### config.mk
export PLATFORM = sky130hd
export DESIGN_NAME = int64_divider_signed_unsigned_flat
export DESIGN_NICKNAME = d
export VERILOG_FILES = /design/src/design/i64div_pkg.sv /design/src/design/i64div_if.sv /design/src/design/int64_divider_signed_unsigned.sv /design/src/flat_wrapper.sv
export SDC_FILE = /design/constraint.sdc
export NUM_CORES = 1
export LEC_CHECK = 0
export BUFFER_PORTS_ARGS = -buffer_cell sky130_fd_sc_hd__clkbuf_2
export CORE_MARGIN = 2
export CORE_UTILIZATION = 58
export DETAILED_ROUTE_END_ITERATION = 6
export PLACE_DENSITY_LB_ADDON = 0.25
export SETUP_SLACK_MARGIN = 0.5
export SYNTH_ARGS = -nofsm -noshare
export SYNTH_HDL_FRONTEND = slang
export SYNTH_SLANG_ARGS = --single-unit
### constraint.sdc
create_clock -name clk_i -period 7.7 [get_ports clk_i]
set_input_delay 0 -clock clk_i [delete_from_list [all_inputs] [get_ports clk_i]]
set_output_delay 0 -clock clk_i [all_outputs]
set_load 0.01 [all_outputs]
### src/design/i64div_pkg.sv
// Shared widths and payload types for the 64-bit integer divider.
package i64div_pkg;

  localparam int unsigned DivW = 64;
  localparam int unsigned CntW = $clog2(DivW);

  typedef struct packed {
    logic            req_type;
    logic [DivW-1:0] dividend;
    logic [DivW-1:0] divisor;
  } req_t;

  typedef struct packed {
    logic [DivW-1:0] quotient;
    logic [DivW-1:0] remainder_out;
    logic            div_by_zero;
  } rsp_t;

endpackage

### src/design/i64div_if.sv
// Valid/ready channel interfaces for divider requests and responses.
interface i64div_req_if;
  import i64div_pkg::*;
  logic valid;
  logic ready;
  req_t data;
  modport source (output valid, output data, input ready);
  modport sink (input valid, input data, output ready);
endinterface

interface i64div_rsp_if;
  import i64div_pkg::*;
  logic valid;
  logic ready;
  rsp_t data;
  modport source (output valid, output data, input ready);
  modport sink (input valid, input data, output ready);
endinterface

### src/design/int64_divider_signed_unsigned.sv
// 64-bit signed/unsigned restoring divider with a shared subtract unit.
// Requests are taken only while idle; each runs 64 divide steps, then a sign-fix state
// that loads the output register; a zero divisor goes straight to sign-fix. A new word
// is taken only once the last has loaded the output register. The single 65-bit
// subtractor produces one quotient bit per cycle; a held response does not block
// taking the next request but stalls its sign-fix. Reset (rst_ni low, asynchronous)
// clears the sequencer and the response valid; data registers are not reset.
module int64_divider_signed_unsigned (
  input logic         clk_i,
  input logic         rst_ni,
  i64div_req_if.sink  req_i,
  i64div_rsp_if.source rsp_o
);
  import i64div_pkg::*;

  typedef enum logic [2:0] {
    StIdle = 3'b001,
    StRun  = 3'b010,
    StFix  = 3'b100
  } state_e;

  state_e          state_q, state_d;
  logic [CntW-1:0] cnt_q, cnt_d;
  logic [DivW-1:0] rem_q, rem_d;
  logic [DivW-1:0] aq_q, aq_d;
  logic [DivW-1:0] dvs_q, dvs_d;
  logic            neg_q_q, neg_q_d;
  logic            neg_r_q, neg_r_d;
  logic            dbz_q, dbz_d;
  logic            rsp_valid_q, rsp_valid_d;
  rsp_t            rsp_data_q, rsp_data_d;

  logic            neg_a, neg_b;
  logic [DivW-1:0] mag_a, mag_b;
  logic [DivW-1:0] shifted;
  logic [DivW:0]   diff;
  logic            fits;

  assign neg_a = req_i.data.req_type & req_i.data.dividend[DivW-1];
  assign neg_b = req_i.data.req_type & req_i.data.divisor[DivW-1];
  assign mag_a = neg_a ? ('0 - req_i.data.dividend) : req_i.data.dividend;
  assign mag_b = neg_b ? ('0 - req_i.data.divisor) : req_i.data.divisor;

  assign shifted = {rem_q[DivW-2:0], aq_q[DivW-1]};
  assign diff    = {rem_q[DivW-1], shifted} - {1'b0, dvs_q};
  assign fits    = ~diff[DivW];

  assign req_i.ready = (state_q == StIdle);
  assign rsp_o.valid = rsp_valid_q;
  assign rsp_o.data  = rsp_data_q;

  always_comb begin
    state_d     = state_q;
    cnt_d       = cnt_q;
    rem_d       = rem_q;
    aq_d        = aq_q;
    dvs_d       = dvs_q;
    neg_q_d     = neg_q_q;
    neg_r_d     = neg_r_q;
    dbz_d       = dbz_q;
    rsp_valid_d = rsp_valid_q;
    rsp_data_d  = rsp_data_q;

    if (rsp_valid_q && rsp_o.ready) begin
      rsp_valid_d = 1'b0;
    end

    case (state_q)
      StIdle: begin
        if (req_i.valid) begin
          cnt_d = '0;
          rem_d = '0;
          dvs_d = mag_b;
          if (req_i.data.divisor == '0) begin
            aq_d    = '0;
            neg_q_d = 1'b0;
            neg_r_d = 1'b0;
            dbz_d   = 1'b1;
            state_d = StFix;
          end else begin
            aq_d    = mag_a;
            neg_q_d = neg_a ^ neg_b;
            neg_r_d = neg_a;
            dbz_d   = 1'b0;
            state_d = StRun;
          end
        end
      end
      StRun: begin
        rem_d = fits ? diff[DivW-1:0] : shifted;
        aq_d  = {aq_q[DivW-2:0], fits};
        cnt_d = cnt_q + 1'b1;
        if (cnt_q == CntW'(DivW - 1)) begin
          state_d = StFix;
        end
      end
      StFix: begin
        if (!rsp_valid_q || rsp_o.ready) begin
          rsp_valid_d              = 1'b1;
          rsp_data_d.quotient      = neg_q_q ? ('0 - aq_q) : aq_q;
          rsp_data_d.remainder_out = neg_r_q ? ('0 - rem_q) : rem_q;
          rsp_data_d.div_by_zero   = dbz_q;
          state_d                  = StIdle;
        end
      end
      default: begin
        state_d = StIdle;
      end
    endcase
  end

  always_ff @(posedge clk_i or negedge rst_ni) begin
    if (!rst_ni) begin
      state_q     <= StIdle;
      cnt_q       <= '0;
      rsp_valid_q <= 1'b0;
    end else begin
      state_q     <= state_d;
      cnt_q       <= cnt_d;
      rsp_valid_q <= rsp_valid_d;
    end
  end

  always_ff @(posedge clk_i) begin
    rem_q      <= rem_d;
    aq_q       <= aq_d;
    dvs_q      <= dvs_d;
    neg_q_q    <= neg_q_d;
    neg_r_q    <= neg_r_d;
    dbz_q      <= dbz_d;
    rsp_data_q <= rsp_data_d;
  end

endmodule

### src/flat_wrapper.sv
// flat-port wrapper written by rule: the top's interface ports become plain ports
module int64_divider_signed_unsigned_flat import i64div_pkg::*;
  (clk_i, rst_ni, req_i_valid, req_i_data, req_i_ready, rsp_o_valid, rsp_o_data, rsp_o_ready);
  i64div_req_if req_i_i ();
  i64div_rsp_if rsp_o_i ();
  input logic clk_i;
  input logic rst_ni;
  input wire logic [$bits(req_i_i.valid)-1:0] req_i_valid;
  input wire logic [$bits(req_i_i.data)-1:0] req_i_data;
  output wire logic [$bits(req_i_i.ready)-1:0] req_i_ready;
  output wire logic [$bits(rsp_o_i.valid)-1:0] rsp_o_valid;
  output wire logic [$bits(rsp_o_i.data)-1:0] rsp_o_data;
  input wire logic [$bits(rsp_o_i.ready)-1:0] rsp_o_ready;
  assign req_i_i.valid = req_i_valid;
  assign req_i_i.data = req_i_data;
  assign req_i_ready = req_i_i.ready;
  assign rsp_o_valid = rsp_o_i.valid;
  assign rsp_o_data = rsp_o_i.data;
  assign rsp_o_i.ready = rsp_o_ready;
  int64_divider_signed_unsigned u_core (.clk_i(clk_i), .rst_ni(rst_ni), .req_i(req_i_i), .rsp_o(rsp_o_i));
endmodule
==> impl_metrics.ini <==
[route]
ant_nets = 0
wl_um = 61480
drt_first_pass_iters = 5
via_per_inst = 6.143
drc = 0
drtIter0Drc = 1744
wl_per_cell_um = 20.46
vias = 18460

[grt]
gr-usage-met2 = 0.5247
antenna_found_initial = 4
grt_max_degree = 105
grt_use_total = 0.3188
grt_pass1_wl_um = 95440
met1_usage = 0.4018
grt_pass1_vias = 17940
grt-busiest-layer = met2
use_met3 = 0.06356
globalRoute.totalOverflow = 0

[logic_synthesis]
synth_top_flop_cell = edfxtp_1
yosysSeqAreaShare = 0.4706
synth_nets = 2323
ys_ff_latch = 334
syn_avg_cell_area_um2 = 10.00
ys_types = 68
syn_inst = 2120
async_flop_share = 0.02994
synth_area_um2 = 21210
ys_warn_count = 0
synth-edff-count = 324

[finish]
synthToLayoutAreaGrowth_pct = 20.96
drive_above_1_share = 0.1412
final_cell_mix = 324 x edfxtp_1, 263 x clkbuf_2, 229 x xnor2_1
utilization = 0.7058
fin_cells = 3005
fin_nets = 2711
final_common_cell = edfxtp_1
nFillCells = 2640

[cts]
clock_latency_ns = 0.57
cts-root-buf = clkbuf_16
cts-resized-gates = 0
cts_num_sinks = 334
cts_tree = yes
clk_pin_slew_ns = 0.07
cts_buffer_depth = 3
cts_made_buffers = 38
h-tree-depth = 2
postCtsHoldBufs = 159
post-cts-setup-buffer-count = 0

[place]
gp_congestion = 0.9672
portBuffers = 263
dp.cells = 2777
dp_hpwl_um = 42550

[worst_setup_path]
regToRegSetupSlack_ns = 3.02
required_ns = 8.01
critPathKind = in -> reg
path_max_fanout = 8
cp-start-kind = input pin
critPathArrivalTime_ns = 5.03
worstSetupEndpointType = flip-flop

[timing]
finalSetupViolations = 0
slew_violations = 0
max_freq_mhz = 211.7
rsz0062_at_grt = no
slew_headroom = 0.1722
fin_tns_setup_ns = 0
finalHoldViolCount = 0
finalCriticalPeriod_ns = 4.725
fin_hold_ws_ns = 0.06728
tightestPinTransition_ns = 1.242
post-route-period-util = 0.6136
fin_skew_ns = 0.02601

[run]
maxCapViolCount = 0

[pwr]
ir_worst_vdd_mv = 0.2452
power.density_nw_per_um2 = 356.7
p_leak_nw = 9.728

[floorplan]
start_util = 0.5835
row_count = 70
die_width_um = 195.2
die_area_um2 = 38110
core_um2 = 36350
io_pins = 264
fp.dieH_um = 195.2

[status]
status = finished clean

[worst_hold_path]
hold_path_class = in -> reg
-- critical path: stages --
cell and delay [ns]:
dlygate4sd3_1 0.54, clkbuf_2 0.15, or3_1 0.41, or4_1 0.47, nor4_1 0.64, nand2_1 0.24, nor3_1 0.71, nand2_1 0.30
nor2_1 0.55, a21oi_1 0.19, xor2_1 0.22, dlygate4sd3_1 0.59
-- power breakdown --
| part | internal [mW] | total [mW] | leakage (nW) | switching, mW |
|---|---|---|---|---|
| logic | 1.69 | 4.22 | 6.00 | 2.53 |
| clock network | 1.02 | 1.75 | 0.571 | 0.733 |
| registers | 2.70 | 3.18 | 3.16 | 0.476 |
-- synth_stat cells, drive strengths merged (35+ instances only) --
cell	n	area share
nor3	44	0.010
a21oi	122	0.029
nand4	36	0.011
o21ai	159	0.038
o31ai	87	0.032
or4	35	0.013
mux2i	57	0.027
xnor2	229	0.095
inv	108	0.019
clkbuf	79	0.014
ha	69	0.041
xor2	76	0.031
edfxtp	324	0.46
nand2	202	0.036
nor2	182	0.032
-- registers in the layout (all words and copies together), names as in the netlist --
name	count
u_core.dvs_q	64
u_core.cnt_q	6
u_core.neg_q_q	1
u_core.rsp_o.valid	1
u_core.aq_q	64
u_core.rem_q	64
u_core.neg_r_q	1
u_core.rsp_o.data	129
u_core.dbz_q	1
u_core.state_q	3
-- logic make-up after synthesis --
family / synth area share
compound gates: 0.1517
xor+xnor: 0.1260
fa+ha+maj: 0.04165
buf+inv: 0.03475
flops: 0.4706
mux: 0.02796
simple gates: 0.1474
-- metal layers --
metal | share of wire | vias to the layer above
met5 | 0.00047 | -
met4 | 0.048 | 4
met3 | 0.084 | 207
met2 | 0.47 | 942
li1 | - | 8575
met1 | 0.40 | 8732
-- per-stage QoR --
stage / power, mW / instance area, um^2 / setup slack (ns)
final: 9.152 / 25650 / 2.975
after global placement: 7.174 / 22890 / 3.226
after global routing: 9.694 / 25650 / 2.682
after CTS: 9.088 / 25650 / 3.023
after floorplan: 6.201 / 21210 / 2.067
after detailed placement: 7.252 / 22890 / 3.039
-- final timing paths --
kind                       depth (start not counted)            start                   end
max reg2reg                                       14  u_core.aq_q[63]      u_core.rem_q[22]
min reg2reg                                        0     u_core.dbz_q  u_core.rsp_o.data[0]
min                                                3   req_i_data[33]      u_core.dvs_q[33]
min in group asynchronous                          3           rst_ni     u_core.state_q[0]
max                                               12    req_i_data[2]      u_core.dvs_q[49]
max in group asynchronous                          4           rst_ni    u_core.rsp_o.valid
-- layout make-up --
| class | instances | area, um^2 | area share |
|---|---|---|---|
| clock buffers | 54 | 1052 | 0.04102 |
| well taps | 468 | 585.6 | 0.02282 |
| multi-input cells | 1591 | 10510 | 0.4096 |
| diodes | 2 | 5.005 | 0.0001951 |
| clock inverters | 13 | 112.6 | 0.004389 |
| inverters | 109 | 411.6 | 0.01605 |
| flip-flops and latches | 334 | 9981 | 0.3890 |
| repair buffers | 434 | 2998 | 0.1169 |
Note: power is estimated with default switching activity, not from simulation.
